$ cat src/sv/v4a_fifo.sv
// v4a_fifo: small register queue with push/full and pop/empty sides
// depends on nothing but its parameters; used between front and back and at the result side
`default_nettype none

module v4a_fifo #(
   parameter int  DEPTH     = 2,
   parameter type data_type = logic
) (
   input  logic     clock,
   input  logic     reset,
   input  logic     push,
   input  data_type push_data,
   output logic     full,
   input  logic     pop,
   output data_type pop_data,
   output logic     empty
);
   localparam int PTR_W = (DEPTH > 1) ? $clog2(DEPTH) : 1;
   localparam int CNT_W = $clog2(DEPTH + 1);

   data_type           mem_ff [DEPTH];
   logic [PTR_W-1:0]   wr_ptr_ff, wr_ptr_in, rd_ptr_ff, rd_ptr_in;
   logic [CNT_W-1:0]   count_ff, count_in;
   logic               push_ok, pop_ok;

   assign full     = (count_ff == CNT_W'(DEPTH));
   assign empty    = (count_ff == '0);
   assign push_ok  = push && !full;
   assign pop_ok   = pop && !empty;
   assign pop_data = mem_ff[rd_ptr_ff];

   always_comb begin
      wr_ptr_in = wr_ptr_ff;
      rd_ptr_in = rd_ptr_ff;
      count_in  = count_ff;
      if (push_ok) begin
         wr_ptr_in = (wr_ptr_ff == PTR_W'(DEPTH - 1)) ? '0 : wr_ptr_ff + 1'b1;
      end
      if (pop_ok) begin
         rd_ptr_in = (rd_ptr_ff == PTR_W'(DEPTH - 1)) ? '0 : rd_ptr_ff + 1'b1;
      end
      if (push_ok && !pop_ok) begin
         count_in = count_ff + 1'b1;
      end else if (!push_ok && pop_ok) begin
         count_in = count_ff - 1'b1;
      end
   end

   always_ff @(posedge clock) begin
      if (reset) begin
         wr_ptr_ff <= '0;
         rd_ptr_ff <= '0;
         count_ff  <= '0;
      end else begin
         wr_ptr_ff <= wr_ptr_in;
         rd_ptr_ff <= rd_ptr_in;
         count_ff  <= count_in;
      end
   end

   always_ff @(posedge clock) begin
      if (push_ok) begin
         mem_ff[wr_ptr_ff] <= push_data;
      end
   end

   a_count_bound: assert property (@(posedge clock) disable iff (reset)
      count_ff <= CNT_W'(DEPTH))
      else $error("queue count beyond depth");

   a_count_track: assert property (@(posedge clock) disable iff (reset)
      push_ok && !pop_ok |=> count_ff == $past(count_ff) + 1'b1)
      else $error("queue count lost a push");

endmodule

`default_nettype wire

$ cat config.mk
export PLATFORM = sky130hd
export DESIGN_NAME = v4a_fifo
export DESIGN_NICKNAME = d
export VERILOG_FILES = /design/src/sv/v4a_fifo.sv
export SDC_FILE = /design/constraint.sdc
export NUM_CORES = 1
export LEC_CHECK = 0
export ABC_AREA = 1
export ABC_CLOCK_PERIOD_IN_PS = 4280
export BUFFER_PORTS_ARGS = -buffer_cell sky130_fd_sc_hd__buf_4
export CAP_MARGIN = 20
export CELL_PAD_IN_SITES_DETAIL_PLACEMENT = 1
export CELL_PAD_IN_SITES_GLOBAL_PLACEMENT = 2
export CORE_AREA = 4 4 41 43
export CTS_BUF_LIST = sky130_fd_sc_hd__clkbuf_16
export CTS_CLUSTER_SIZE = 25
export DETAILED_ROUTE_END_ITERATION = 7
export DIE_AREA = 0 0 45 47
export GPL_ROUTABILITY_DRIVEN = 0
export PLACE_DENSITY_LB_ADDON = 0.1
export SLEW_MARGIN = 20
export SYNTH_ARGS = -nofsm -noshare
export SYNTH_HDL_FRONTEND = slang
export SYNTH_SLANG_ARGS = --single-unit
$ cat constraint.sdc
create_clock -name clock -period 4.28 [get_ports clock]
set_clock_uncertainty 0.1 [all_clocks]
set_input_delay 0.214 -clock clock [delete_from_list [all_inputs] [get_ports clock]]
set_output_delay 0.214 -clock clock [all_outputs]
set_load 0.02 [all_outputs]
==> results.yml <==
global_route:
  antenna_found_initial: 0
  first_global_vias: 308
  grtUsageTotal_pct: 8.79
  grt_max_degree: 7
  grt_pass1_wl_mm: 1.19
  grt.overflow.total: 0
clock_tree:
  ctsHoldBuffers: 0
  cts_num_sinks: 7
  post_cts_resized: 0
  worstSkewPairLatency_ns: 0.23
  root_buffer: "clkbuf_16"
  path_clk_slew_ns: 0.04
  tritoncts: "done"
  post_cts_buffers: 0
  clockBufferDepth: 2
  cts-buffers-inserted: 3
  cts-htree-levels: 1
logic_synthesis:
  synthCells: 40
  yosys.area_share.simple_pct: 21.2
  postSynthAreaPerCell_um2: 8.10
  synth-adder-area-share_pct: 3.86
  synthXorXnorAreaFrac_pct: 0
  synth_compound_area_share_pct: 11.6
  muxShareOfSynthArea_pct: 3.47
  syn-cell-area_um2: 324
  yosysUniqueCellTypes: 16
  synth_top_family_by_area: "simple AND/OR/NAND/NOR gates"
  yosysSeqAreaShare_pct: 49.4
  yosys_warnings: 0
  synth_nets: 46
  ys_seq_elements: 7
drt:
  dr.pass1.iters: 1
  first_iter_violations: 0
  via_per_inst: 4.42
  drc: 0
  routed-via-count: 292
  drt-total-wl_um: 659
  wl_per_cell_um: 9.98
  ant_nets: 0
worst_setup_path:
  required_ns: 4.35
  crit_slowest_cell: "dfxtp_1"
  r2r_slack_ns: 2.74
  arrival_ns: 1.60
  cp-start-kind: "flop"
  end_kind: "flop"
  critical_path_peak_fanout: 4
  cpPeakStageDelay_ns: 0.39
  crit_buf_inv: 4
  crit_chain: "inv_2 -> o21ai_2 -> inv_2 -> ha_1 -> inv_1 -> nand3_1 -> nand2_1 -> inv_1 -> nor2_1"
  critPathLaunch: "count_ff[1]"
  crit_end: "count_ff[1]"
  cp.depth: 9
  crit_type: "reg2reg"
  r2r-end: "count_ff[1]"
  cp_top_family: "flip-flops"
  r2r_start: "count_ff[1]"
  rr_worst_depth: 9
cells_and_area:
  area_growth_pct: 46.3
  drive_above_1_share_pct: 33.3
  nFillCells: 163
  num_antenna_cells: 0
  final_util_pct: 36.4
  final_nets: 58
floorplanning:
  io-pin-count: 8
  die_area_mm2: 0.00212
  core_area_mm2: 0.00130
  rows: 13
  die_w_um: 45
  die_y_um: 47
  initial_core_util_pct: 24.9
timing:
  setup_slack_ns: 2.74
  clock.fmax_mhz: 651
  maxSlewViolCount: 0
  layout_min_cycle_time_ns: 1.54
  hold_slack_ns: 0.0687
  period_share_pct: 35.9
  final-setup-viol-count: 0
  worstMarginPinSlew_ns: 0.257
  final-hold-violation-count: 0
  setup_tns_ns: 0
  slew_headroom_pct: 82.9
  rsz0062_at_grt: "false"
placement:
  hpwlAfterDp_um: 532
  dp_worst_setup_slack_ns: 2.73
  portBuffers: 7
power_and_ir_drop:
  p_per_area_mw_per_mm2: 810
  ir_worst_vdd_mv: 0.231
  p_leak_uw: 0.000225
run:
  max_cap_violations: 0
worst_hold_path:
  hp-class: "in2reg"
status:
  outcome: "complete, no violations"
metal layers:
layer / part of all wire [%] / vias up / GRT usage (%)
met1: 39 / 132 / 8.01
met2: 47 / 8 / 13.6
li1: - / 147 / -
met5: 0 / - / 0
met4: 5.3 / 0 / 10.5
met3: 8.6 / 5 / 3.83
cells in the final DEF (no fill, tap or decap):
cell,n
mux2_2,1
o21ai_2,2
edfxtp_1,2
a21oi_1,1
nand4_1,1
buf_4,7
nand2_2,1
nand2_1,3
o21ai_0,2
clkbuf_16,3
inv_2,3
and2_1,1
inv_1,7
nor2_1,9
ha_1,1
nand3_1,1
o21ai_1,1
dfxtp_1,5
cells in the mapped netlist:
master	count	area, um^2
ha_1	1	12.5
dfxtp_1	5	100
inv_2	3	11.3
o21ai_0	2	10.0
o21ai_1	1	5.00
edfxtp_1	2	60.1
a21oi_1	1	5.00
inv_1	6	22.5
o21ai_2	2	17.5
nand4_1	1	6.26
mux2_2	1	11.3
nand2_1	3	11.3
nand3_1	1	5.00
and2_1	1	6.26
nand2_2	1	6.26
nor2_1	9	33.8
area by class of cell:
| cell class | instances | area (um^2) | share of cell area (%) |
|---|---|---|---|
| Multi-Input combinational cell | 24 | 130 | 27.4 |
| Tap cell | 15 | 18.8 | 3.96 |
| Clock buffer | 3 | 75.1 | 15.8 |
| Timing Repair Buffer | 7 | 52.6 | 11.1 |
| Sequential cell | 7 | 160 | 33.8 |
| Clock inverter | 1 | 3.75 | 0.792 |
| Inverter | 9 | 33.8 | 7.12 |
worst min path at each step:
stage	start	to	slack, ns	cells after the start
5_1_grt	push_data	mem_ff[1]	0.06	1
3_3_place_gp	push_data	mem_ff[1]	0.30	1
3_5_place_dp	push_data	mem_ff[0]	0.31	1
2_1_floorplan	push_data	mem_ff[0]	0.21	0
4_1_cts	push_data	mem_ff[1]	0.07	1
6_report	push_data	mem_ff[1]	0.07	1
power breakdown:
part | total [uW] | switching [uW] | internal (uW) | leakage, uW
combinational | 121 | 70.2 | 51.2 | 0.000122
clock | 157 | 35.6 | 122 | 0.0000423
sequential | 106 | 17.6 | 88.0 | 0.0000601
total | 384 | 123 | 261 | 0.000225
through the flow:
step                instance area, um^2  instances  total power (uW)
floorplan                           324         40               190
global placement                    395         62               225
detailed placement                  395         62               231
CTS                                 474         66               392
global route                        474         66               416
finish                              474         66               384
cells by family after synthesis:
kind of cell / after synthesis
buf+inv: 9
flops: 7
mux: 1
simple gates: 16
fa+ha+maj: 1
compound gates: 6
worst register-to-register path: cells and delay by family (launching register included):
family | cells | cell delay [ns]
adders and majority gates | 1 | 0.30
DFF | 1 | 0.39
buffers and inverters | 4 | 0.25
AOI/OAI and AO/OA | 1 | 0.20
and+or+nand+nor | 3 | 0.23
No activity file was read; power rests on OpenSTA's default activity.
