[src/sv/v4a_pkg.sv]
// v4a_pkg: shared types, opcodes and helpers of the four-component vector unit
// no dependencies; imported by v4a_front, v4a_div, v4a_back and vec4_arith_unit
`default_nettype none

package v4a_pkg;

   localparam int WORD_W            = 32;
   localparam int LANES             = 4;
   localparam int FRAC_BITS_DEFAULT = 16;
   localparam int MID_DEPTH         = 2;
   localparam int RSP_DEPTH         = 2;
   localparam int WIDE_W            = 66;

   typedef logic signed [WORD_W-1:0] word_type;
   typedef logic signed [WIDE_W-1:0] wide_type;

   localparam wide_type MAX_WORD = wide_type'(64'sd2147483647);
   localparam wide_type MIN_WORD = -wide_type'(64'sd2147483648);

   typedef enum logic [2:0] {
      OP_ADD    = 3'd0,
      OP_SUB    = 3'd1,
      OP_SCALE  = 3'd2,
      OP_DOT    = 3'd3,
      OP_LENGTH = 3'd4,
      OP_NORM   = 3'd5,
      OP_EQUAL  = 3'd6
   } op_type;

   typedef struct packed {
      logic add;
      logic sub;
      logic scale;
      logic dot;
      logic length;
      logic norm;
      logic equal;
      logic bad;
   } op_class_type;

   typedef struct packed {
      op_class_type             cls;
      word_type [LANES-1:0]     a;
      word_type [LANES-1:0]     b;
      word_type                 s;
   } item_type;

   typedef struct packed {
      word_type [LANES-1:0] r;
      word_type             scalar;
      logic                 equal;
      logic                 error;
   } rsp_type;

   typedef struct packed {
      logic     ovf;
      word_type val;
   } sat_type;

   function automatic sat_type sat_word(input wide_type v);
      sat_type res;
      res.ovf = 1'b0;
      res.val = word_type'(v);
      if (v > MAX_WORD) begin
         res.ovf = 1'b1;
         res.val = word_type'(MAX_WORD);
      end else if (v < MIN_WORD) begin
         res.ovf = 1'b1;
         res.val = word_type'(MIN_WORD);
      end
      return res;
   endfunction

   function automatic op_class_type classify(input logic [2:0] code);
      op_class_type cls;
      cls = '0;
      case (op_type'(code))
         OP_ADD:    cls.add    = 1'b1;
         OP_SUB:    cls.sub    = 1'b1;
         OP_SCALE:  cls.scale  = 1'b1;
         OP_DOT:    cls.dot    = 1'b1;
         OP_LENGTH: cls.length = 1'b1;
         OP_NORM:   cls.norm   = 1'b1;
         OP_EQUAL:  cls.equal  = 1'b1;
         default:   cls.bad    = 1'b1;
      endcase
      return cls;
   endfunction

endpackage

`default_nettype wire

[src/sv/v4a_front.sv]
// v4a_front: takes request transactions, decodes the opcode into an operation class
// depends on v4a_pkg; feeds the queue in front of v4a_back
`default_nettype none

module v4a_front (
   input  logic               clock,
   input  logic               reset,
   input  logic               req_push,
   output logic               req_full,
   input  logic [2:0]         req_opcode,
   input  v4a_pkg::word_type  req_a_x,
   input  v4a_pkg::word_type  req_a_y,
   input  v4a_pkg::word_type  req_a_z,
   input  v4a_pkg::word_type  req_a_w,
   input  v4a_pkg::word_type  req_b_x,
   input  v4a_pkg::word_type  req_b_y,
   input  v4a_pkg::word_type  req_b_z,
   input  v4a_pkg::word_type  req_b_w,
   input  v4a_pkg::word_type  req_scale_factor,
   output logic               mid_push,
   output v4a_pkg::item_type  mid_item,
   input  logic               mid_full
);
   import v4a_pkg::*;

   logic     vld_ff, vld_in, load;
   item_type item_ff, item_in;

   assign load     = !vld_ff || !mid_full;
   assign req_full = !load;
   assign mid_push = vld_ff && !mid_full;
   assign mid_item = item_ff;
   assign vld_in   = load ? req_push : vld_ff;

   always_comb begin
      item_in.cls = classify(req_opcode);
      item_in.a   = {req_a_w, req_a_z, req_a_y, req_a_x};
      item_in.b   = {req_b_w, req_b_z, req_b_y, req_b_x};
      item_in.s   = req_scale_factor;
   end

   always_ff @(posedge clock) begin
      if (reset) begin
         vld_ff <= 1'b0;
      end else begin
         vld_ff <= vld_in;
      end
   end

   always_ff @(posedge clock) begin
      if (load && req_push) begin
         item_ff <= item_in;
      end
   end

endmodule

`default_nettype wire

[config.mk]
export PLATFORM = sky130hd
export DESIGN_NAME = v4a_front
export DESIGN_NICKNAME = d
export VERILOG_FILES = /design/src/sv/v4a_pkg.sv /design/src/sv/v4a_front.sv
export SDC_FILE = /design/constraint.sdc
export NUM_CORES = 1
export LEC_CHECK = 0
export BUFFER_PORTS_ARGS = -buffer_cell sky130_fd_sc_hd__buf_2
export CORE_AREA = 2 2 230 232
export CTS_CLUSTER_SIZE = 20
export DETAILED_ROUTE_END_ITERATION = 16
export DIE_AREA = 0 0 232 234
export GPL_TIMING_DRIVEN = 0
export PLACE_DENSITY_LB_ADDON = 0.05
export SETUP_SLACK_MARGIN = 0.5
export SLEW_MARGIN = 30
export SYNTH_ARGS = -nofsm -noshare
export SYNTH_HDL_FRONTEND = slang
export SYNTH_SLANG_ARGS = --single-unit
[constraint.sdc]
create_clock -name clock -period 45.5 [get_ports clock]
set_input_delay 9.1 -clock clock [delete_from_list [all_inputs] [get_ports clock]]
set_output_delay 9.1 -clock clock [all_outputs]
set_load 0.02 [all_outputs]
==> results of run 1 <==
==> through the flow <==
| stage | instances | worst slack (ns) | power (W) | utilization | cell area, µm² |
|---|---|---|---|---|---|
| after floorplan | 311 | 22.25 | 0.000363 | - | 9000 |
| after global placement | 1591 | 13.77 | 0.000401 | 0.246 | 12800 |
| after detailed placement | 1608 | 26.78 | 0.000395 | 0.256 | 13300 |
| after CTS | 1679 | 26.78 | 0.000704 | 0.279 | 14500 |
| after global routing | 1681 | 26.77 | 0.000717 | 0.280 | 14500 |
| final | 1682 | 26.79 | 0.000687 | 0.280 | 14500 |
==> flip-flops by register name, indices dropped and copies added (netlist names) <==
name / count
mid_item: 296
vld_ff: 1
==> power by group <==
| group | total (W) | internal [W] | switching, W |
|---|---|---|---|
| Clock | 0.000299 | 0.000181 | 0.000118 |
| Sequential | 0.000324 | 0.000320 | 0.00000331 |
| Combinational | 0.0000642 | 0.0000242 | 0.0000400 |
| Total | 0.000687 | 0.000526 | 0.000161 |
==> metal layers <==
| metal | GRT usage | vias to the layer above |
|---|---|---|
| met1 | 0.112 | 2692 |
| met2 | 0.206 | 289 |
| met5 | 0 | - |
| li1 | - | 2591 |
| met4 | 0.0431 | 16 |
| met3 | 0.0567 | 60 |
==> area by class of cell <==
class / instances / area [µm²]
repair buffers: 609 / 3430
clock inverters: 19 / 174
multi-input cells: 14 / 97.6
fillers: 5360 / 37500
clock buffers: 52 / 1060
diodes: 3 / 7.51
flip-flops and latches: 297 / 8910
well taps: 688 / 861
==> cell usage in the layout (no fill, tap or decap) <==
cell | netlist | final
buf_2 | 0 | 592
dfxtp_1 | 1 | 1
edfxtp_1 | 296 | 296
inv_6 | 0 | 3
nor2b_4 | 0 | 1
clkinv_1 | 0 | 8
clkbuf_16 | 0 | 39
clkbuf_8 | 0 | 4
clkbuf_1 | 0 | 9
nor3_1 | 1 | 1
clkinv_2 | 0 | 4
buf_16 | 0 | 17
nor2b_1 | 2 | 1
bufinv_16 | 0 | 3
and3b_2 | 2 | 2
nor3b_1 | 3 | 3
nand2_1 | 1 | 1
and2_1 | 1 | 1
a21oi_1 | 1 | 1
clkinvlp_4 | 0 | 1
diode_2 | 0 | 3
and3_2 | 1 | 1
nor2_1 | 2 | 2
==> worst min path at each step <==
stage	from	endpoint	slack (ns)
2_1_floorplan	vld_ff	vld_ff	0.46
3_3_place_gp	vld_ff	vld_ff	0.49
3_5_place_dp	vld_ff	vld_ff	0.50
4_1_cts	vld_ff	vld_ff	0.51
5_1_grt	vld_ff	vld_ff	0.59
6_report	vld_ff	vld_ff	0.51
==> kinds of logic (layout without fill, tap and decap cells) <==
logic type             count (synthesis)  in the layout  synth area share
DFF                                  297            297             0.990
and+or+nand+nor                       13             13           0.00945
AOI/OAI and AO/OA                      1              1          0.000556
other                                  0              3                 0
buffers and inverters                  0            680                 0
==> worst max-delay path: stages <==
cell	delay, ns
buf_2	0.10
and2_1	0.21
buf_2	0.20
==> results by group, run 1 <==
Placement
  – IO buf count: 592
  – HPWL after detailed placement: 26300 µm
  – RD Place Congestion: about 0.72

Clocking
  – Hold buffer count at cts: 0
  – Post-CTS Resized: 0
  – Skew-Pair Late Insertion Delay: 0.54 ns
  – Post-CTS setup buffers: 0
  – Num CTS Buffers: 39
  – Worst-case clock buffer depth: 3
  – Clock-pin slew on the worst setup and hold paths: around 0.05 ns
  – CTS tree: built
  – H-tree levels: 2
  – Clk sink count: about 300
  – Root cell of the clock tree: clkbuf_16

Detailed routing
  – Routed via count: between 5000 and 6000
  – Routed length on met1: between 10000 and 15000 µm
  – Drt pass-1 iters: 5
  – Drt via density: 3.36
  – Metal3 WL: about 3400 µm
  – Wire per inst: a little under 20 µm
  – Iteration-0 DRC Markers: roughly 160
  – Top Layer Used: met5
  – Met2 wire length: about 18000 µm
  – Post-route ant nets: 0
  – Residual DRC: 0
  – Post-Route WL: ~33000 µm

Critical path
  – Worst r2r path cells: 7
  – Arrival @ worst endpoint: just under 10 ns
  – Worst Path Required: about 36 ns
  – Critical Path Fanout Max: 3
  – Crit path capture: req_full
  – Crit path launch type: input pin
  – Reg-to-Reg Start: vld_ff
  – R2r setup slk: roughly 43 ns
  – Reg-to-reg endpoint: mid_item[142]
  – Launch point of the worst path: mid_full
  – Crit end category: output port
  – Crit Path Class: input pin to output port

Timing
  – Clk_skew: roughly 0.017 ns
  – Final worst-path cycle share: 0.411
  – Setup Total Neg Slack: 0 ns
  – RSZ-0062 raised after global routing: no
  – Max Fclk: about 53 MHz
  – Hold_ws: approximately 0.51 ns
  – Fin crit period: approximately 19 ns
  – Worst-Margin Slew: between 0.5 and 0.6 ns
  – Fin. Hold Viols: 0
  – Final setup viols: 0
  – Slew HR: 0.633
  – Pins Over Slew Limit: 0

Synthesis
  – Top-count cell post-synth: edfxtp_1
  – Synth cell types: 11
  – Avg Cell Area, Syn: ~29 µm²
  – Post-synth top cells: 296 x edfxtp_1, 3 x nor3b_1, 2 x and3b_2, 2 x nor2_1, 2 x nor2b_1
  – Post-synthesis instance area: approximately 9000 µm²
  – Flops & latches, synth: roughly 300
  – Synth Net Count: 606
  – Mapped Cells: approximately 310
  – Post-synth top area share: 0.988
  – Synth async-reset ratio: 0
  – Post-synthesis cell type with the largest combined area: edfxtp_1
  – Largest cells by area after synthesis: edfxtp_1 99%, nor3b_1 0.25%, and3b_2 0.22%
  – Dominant synthesized flop cell: edfxtp_1
  – Sequential share of the synthesized area: 0.990
  – Post-synth EDFFs: between 200 and 300
  – Yosys warns: 0

Floorplan
  – Die height: between 200 and 250 µm
  – DIE AREA: 54300 µm²
  – Row count: 84
  – Initial Util: 0.173
  – I/O Pins: 593
  – Core ar.: between 50000 and 60000 µm²
  – Die W: around 230 µm

Global route
  – Largest net degree at the start of global routing: 23
  – Grt ovf: 0
  – Antenna violations before repair: 12
  – First-pass GRT wire length: around 43000 µm
  – Total GRT Usage: 0.114
  – Vias in the first global route: 5960

Power
  – Power density over cell area: approximately 47 nW/µm²
  – Worst IR drop on VDD: 0.0263 mV
  – Pleak: approximately 6 nW

Hold path
  – Hold crit path type: flip-flop to flip-flop
  – Worst hold stages: 2

Final layout
  – Area growth syn-to-layout: 61.6%
  – Layout cells sized above 1: 0.673
  – Fin nets: 1256

Job
  – Max Cap Viol: 0

Outcome
  – Status: finished clean
(Power assumes the default switching activity.)
==> run 2: changes to the inputs <==
--- a/config.mk
+++ b/config.mk
@@ -6,10 +6,10 @@
 export NUM_CORES = 1
 export LEC_CHECK = 0
 export BUFFER_PORTS_ARGS = -buffer_cell sky130_fd_sc_hd__buf_2
-export CORE_AREA = 2 2 230 232
+export CORE_AREA = 2 2 232 234
 export CTS_CLUSTER_SIZE = 20
 export DETAILED_ROUTE_END_ITERATION = 16
-export DIE_AREA = 0 0 232 234
+export DIE_AREA = 0 0 234 236
 export GPL_TIMING_DRIVEN = 0
 export PLACE_DENSITY_LB_ADDON = 0.05
 export SETUP_SLACK_MARGIN = 0.5
==> constraint.sdc (replaced) <==
create_clock -name clock -period 19.55 [get_ports clock]
set_input_delay 3.91 -clock clock [delete_from_list [all_inputs] [get_ports clock]]
set_output_delay 3.91 -clock clock [all_outputs]
set_load 0.02 [all_outputs]
==> run 2 against run 1 <==
  * Power increased by 130%
  * Cell area decreased by 0.10%
  * Clock skew decreased by 0.0076 ns
==> results by group, run 2 (synthesis gave the netlist of run 1 again) <==
Critical path
  – Buf/Inv on CP: 2 (unchanged)
  – Crit end category: output port
  – Worst Path Required: 15.64 ns (-20.76 ns)
  – Most common cell on crit path: buf_2
  – Arrival @ worst endpoint: 4.38 ns (-5.23 ns)
  – CP top delay family: buffers and inverters
  – Largest stage delay, worst path: 0.19 ns (-0.02 ns)
  – Crit path launch type: input pin
  – Critical Path Fanout Max: 3 (unchanged)
  – Crit Path Class: input pin to output port
  – Cells along the critical path: buf_2, and2_1, buf_2
  – Cell at the slowest stage of the critical path: and2_1

Placement
  – RD Place Congestion: 0.714 (-1.1%)
  – Cell count after placement: 1617 (+0.56%)
  – IO buf count: 592 (unchanged)
  – HPWL after detailed placement: 24900 µm (-5.5%)
  – Cell Area, Placed: 13300 µm² (+0.19%)

Floorplan
  – Die height: 236 µm (+0.85%)
  – DIE AREA: 55200 µm² (+1.7%)
  – Row count: 85 (+1.2%)
  – Core ar.: 53100 µm² (+2.0%)
  – Initial Util: 0.170 (-0.00341)
  – I/O Pins: 593 (unchanged)
  – Die W: 234 µm (+0.86%)

Clocking
  – Clock-pin slew on the worst setup and hold paths: 0.05 ns (about the same)
  – Post-CTS Resized: 0 (unchanged)
  – Skew-Pair Late Insertion Delay: 0.53 ns (about the same)
  – CTS tree: built
  – Worst-case clock buffer depth: 3 (unchanged)
  – Post-CTS setup buffers: 0 (unchanged)
  – H-tree levels: 2 (unchanged)
  – Hold buffer count at cts: 0 (unchanged)
  – Num CTS Buffers: 39 (unchanged)
  – Root cell of the clock tree: clkbuf_16
  – Clk sink count: 297 (unchanged)

Final layout
  – Fin nets: 1257 (+0.080%)
  – Design Area, Final: 14500 µm² (-0.10%)
  – Area growth syn-to-layout: 61.5%
  – Multi-input logic area: 97.6 µm² (unchanged)
  – Storage cell area: 8910 µm² (unchanged)
  – Max reg flops: 296 (unchanged)
  – Most frequent cells in the layout: 592 x buf_2, 296 x edfxtp_1, 41 x clkbuf_16
  – Layout cells sized above 1: 0.671 (-0.00202)
  – Fin cells: 1688 (+0.36%)
  – Most common cell after layout, fill and taps aside: buf_2
  – Fill cells: 5530 (+3.2%)

Detailed routing
  – Drt pass-1 iters: 4 (-1)
  – Iteration-0 DRC Markers: 168 (+3.1%)
  – Post-route ant nets: 0 (unchanged)
  – Drt via density: 3.32 (-1.1%)
  – Wire per inst: 18.7 µm (-3.8%)
  – Residual DRC: 0 (unchanged)
  – Routed via count: 5603 (-0.80%)
  – Post-Route WL: 31500 µm (-3.5%)

Timing
  – Final worst-path cycle share: 0.424
  – Hold_ws: 0.509 ns (-0.00120 ns)
  – Slew HR: 0.635 (+0.00226)
  – Worst-Margin Slew: 0.546 ns (-0.00339 ns)
  – Fin. Hold Viols: 0 (unchanged)
  – Max Fclk: ~120 MHz
  – Final setup viols: 0 (unchanged)
  – RSZ-0062 raised after global routing: no
  – Clk_skew: 0.00916 ns (-0.00757 ns)
  – Fin crit period: 8.29 ns
  – Pins Over Slew Limit: 0 (unchanged)

Global route
  – Grt ovf: 0 (unchanged)
  – Total GRT Usage: 0.109 (-0.00557)
  – First-pass GRT wire length: 42000 µm (-2.9%)
  – Vias in the first global route: 5768 (-3.2%)
  – Antenna violations before repair: 4 (-8)
  – Largest net degree at the start of global routing: 23 (unchanged)

Power
  – Power density over cell area: 109 nW/µm² (+130%)
  – Pleak: 6.06 nW (-0.14%)
  – Worst IR drop on VDD: 0.0581 mV (+120%)

Job
  – Max Cap Viol: 0 (unchanged)

Outcome
  – Status: finished clean

Hold path
  – Hold crit path type: flip-flop to flip-flop
run 2: worst register-to-register path: stages (launching register included):
cell     delay [ns]
dfxtp_1        0.32
and2_1         0.17
nor2b_4        0.46
buf_16         0.22
buf_16         0.18
buf_16         0.17
buf_16         0.17
buf_16         0.18
buf_16         0.18
buf_16         0.18
run 2: through the flow:
| stage | total power, W | utilization | setup WS (ns) | setup TNS [ns] |
|---|---|---|---|---|
| after floorplan | 0.000845 | - | 1.49 | 0 |
| after global placement | 0.000933 | 0.242 | -6.93 | -2040.99 |
| after detailed placement | 0.000920 | 0.251 | 11.26 | 0 |
| after CTS | 0.00163 | 0.274 | 11.26 | 0 |
| after global routing | 0.00165 | 0.274 | 11.24 | 0 |
| final | 0.00158 | 0.274 | 11.26 | 0 |
run 2: routing by layer:
metal	GRT usage	wire [µm]
met2	0.198	16800
met1	0.101	10100
met3	0.0542	3680
met5	0	34
met4	0.0441	918
run 2: final timing paths:
check	start	to	slack [ns]	cells past startpoint
setup reg to reg	vld_ff	mid_item[212]	17.02	9
setup / recovery	mid_full	req_full	11.26	3
hold / removal	vld_ff	vld_ff	0.51	2
hold reg to reg	vld_ff	vld_ff	0.51	2
run 2: area by class of cell:
type | count | share of cell area
antenna | 1 | 0.000172
clock buffer | 49 | 0.0727
clock inverter | 21 | 0.0102
multi-input combinational | 14 | 0.00672
sequential | 297 | 0.613
tap | 696 | 0.0599
timing repair buffer | 610 | 0.237
run 2: power by group:
group / switching (W) / internal [W] / total, W / leakage (nW)
Clock: 0.000275 / 0.000407 / 0.000682 / 0.588
Sequential: 0.00000743 / 0.000745 / 0.000753 / 2.87
Combinational: 0.0000927 / 0.0000567 / 0.000149 / 2.60
==> run 3: changes to the inputs <==
==> constraint.sdc (replaced) <==
create_clock -name clock -period 8.14 [get_ports clock]
set_input_delay 1.628 -clock clock [delete_from_list [all_inputs] [get_ports clock]]
set_output_delay 1.628 -clock clock [all_outputs]
set_load 0.02 [all_outputs]
==> run 3 against run 2 <==
  * Die area unchanged
  * Routed wire length increased by 1.6%
  * Critical endpoint unchanged
  * Highest routed layer unchanged
  * Largest power group unchanged
  * Sequential share of layout area increased by 0.21 points
==> results by group, run 3 (synthesis gave the netlist of run 1 again) <==
Critical path
  – Arrival @ worst endpoint: 2.10 ns (-2.28 ns)
  – Reg-to-Reg Start: vld_ff
  – Cell at the slowest stage of the critical path: buf_2
  – Cells along the critical path: buf_2, and2_1, buf_2
  – CP top delay family: buffers and inverters
  – Buf/Inv on CP: 2 (unchanged)
  – Largest stage delay, worst path: 0.19 ns (about the same)
  – Worst Path Required: 6.51 ns (-9.13 ns)
  – Most common cell on crit path: buf_2
  – Reg-to-reg endpoint: mid_item[16]
  – Critical Path Fanout Max: 3 (unchanged)
  – Crit path launch type: input pin
  – R2r setup slk: 6.21 ns (-10.81 ns)
  – Crit end category: output port
  – Crit Path Class: input pin to output port
  – Worst r2r path cells: 7 (-2)

Detailed routing
  – Post-route ant nets: 0 (unchanged)
  – Drt pass-1 iters: 4 (unchanged)
  – Routed via count: 5659 (+1.0%)
  – Wire per inst: 18.9 µm (+1.4%)
  – Residual DRC: 0 (unchanged)
  – Iteration-0 DRC Markers: 166 (-1.2%)
  – Post-Route WL: 32000 µm (+1.6%)
  – Drt via density: 3.35 (+0.82%)

Final layout
  – Area growth syn-to-layout: 60.9%
  – Most common cell after layout, fill and taps aside: buf_2
  – Max reg flops: 296 (unchanged)
  – Fill cells: 5550 (+0.36%)
  – Fin nets: 1256 (-0.080%)
  – Most frequent cells in the layout: 592 x buf_2, 296 x edfxtp_1, 39 x clkbuf_16
  – Fin cells: 1691 (+0.18%)
  – Layout cells sized above 1: 0.668 (-0.00269)

Floorplan
  – I/O Pins: 593 (unchanged)
  – Row count: 85 (unchanged)
  – Initial Util: 0.170 (unchanged)
  – Die height: 236 µm (unchanged)
  – Die W: 234 µm (unchanged)
  – Core ar.: 53100 µm² (unchanged)
  – DIE AREA: 55200 µm² (unchanged)

Timing
  – Slew HR: 0.848 (+0.212)
  – Final worst-path cycle share: 0.458
  – Pins Over Slew Limit: 0 (unchanged)
  – Worst-Margin Slew: 0.228 ns (-0.318 ns)
  – Hold_ws: 0.495 ns (-0.0143 ns)
  – Fin crit period: roughly 3.7 ns
  – RSZ-0062 raised after global routing: no
  – Clk_skew: 0.00878 ns (-0.000375 ns)
  – Fin. Hold Viols: 0 (unchanged)
  – Final setup viols: 0 (unchanged)
  – Max Fclk: ~270 MHz
  – Final WS setup: 4.41 ns (-6.85 ns)

Clocking
  – Clock-pin slew on the worst setup and hold paths: 0.06 ns (about the same)
  – Post-CTS setup buffers: 0 (unchanged)
  – Clk sink count: 297 (unchanged)
  – Hold buffer count at cts: 0 (unchanged)
  – Post-CTS Resized: 0 (unchanged)
  – CTS tree: built
  – Num CTS Buffers: 38 (-2.6%)
  – H-tree levels: 2 (unchanged)
  – Skew-Pair Late Insertion Delay: 0.54 ns (about the same)
  – Worst-case clock buffer depth: 3 (unchanged)
  – Root cell of the clock tree: clkbuf_16

Placement
  – Pre-CTS WS: 4.40 ns (-6.85 ns)
  – RD Place Congestion: 0.722 (+1.2%)
  – Cell count after placement: 1617 (unchanged)
  – HPWL after detailed placement: 25200 µm (+1.4%)
  – IO buf count: 592 (unchanged)

Global route
  – Grt ovf: 0 (unchanged)
  – Largest net degree at the start of global routing: 23 (unchanged)
  – Antenna violations before repair: 11 (+7)
  – First-pass GRT wire length: 42900 µm (+2.2%)
  – Vias in the first global route: 5788 (+0.35%)
  – Total GRT Usage: 0.111 (+0.00232)

Hold path
  – Worst hold stages: 2 (unchanged)
  – Hold_sp: vld_ff
  – Hold crit path type: flip-flop to flip-flop
  – Hold Path Sink: vld_ff

Power
  – Pleak: 6.03 nW (-0.50%)
  – Pwr Total: 0.00374 W (+140%)
  – Power density over cell area: 258 nW/µm² (+140%)
  – Worst IR drop on VDD: 0.128 mV (+120%)

Outcome
  – Status: finished clean

Job
  – Max Cap Viol: 0 (unchanged)
-- run 3: cell types whose count changed in the layout (fill, tap and decap cells not counted) --
cell and change:
clkinv_2 -4, clkbuf_1 +2, clkbuf_8 +5, diode_2 +5, bufinv_16 -2, clkbuf_16 -2, clkinvlp_4 -1
-- run 3: layout make-up --
| type | instances | area (µm²) | area share |
|---|---|---|---|
| clock inverter | 14 | 60.1 | 0.00415 |
| timing repair buffer | 610 | 3450 | 0.238 |
| sequential | 297 | 8910 | 0.615 |
| multi-input combinational | 14 | 97.6 | 0.00674 |
| tap | 696 | 871 | 0.0601 |
| antenna | 6 | 15.0 | 0.00104 |
| clock buffer | 54 | 1080 | 0.0747 |
-- run 3: worst max path at each step --
| stage | start | to | cells past startpoint |
|---|---|---|---|
| after floorplan | mid_full | mid_item[0] | 2 |
| after global placement | mid_full | mid_item[152] | 3 |
| after detailed placement | mid_full | req_full | 3 |
| after CTS | mid_full | req_full | 3 |
| after global routing | mid_full | req_full | 3 |
| final | mid_full | req_full | 3 |
-- run 3: power by group --
part	switching [W]	total [W]	internal, W	leakage (nW)
combinational	0.000223	0.000360	0.000136	2.60
clock	0.000649	0.00157	0.000920	0.558
sequential	0.0000183	0.00181	0.00179	2.87
total	0.000891	0.00374	0.00285	6.03
-- run 3: metrics by stage --
stage / setup TNS, ns / cell area, µm² / utilization
finish: 0 / 14500 / 0.273
floorplan: 0 / 9010 / -
CTS: 0 / 14500 / 0.273
detailed placement: 0 / 13300 / 0.251
global route: 0 / 14500 / 0.273
global placement: -398.69 / 12800 / 0.242
-- run 3: metal layers --
metal | wire length (µm) | vias up | global-route usage
met3 | 3870 | 61 | 0.0577
met5 | 68 | - | 0
met1 | 11000 | 2687 | 0.112
met2 | 16100 | 311 | 0.191
met4 | 940 | 10 | 0.0441
li1 | - | 2590 | -
-- run 3: worst reg2reg max path, delay by kind of cell (launching register included) --
family	cells	cell delay, ns
flip-flops	1	0.31
buffers and inverters	5	0.91
AND/OR/NAND/NOR	2	0.41
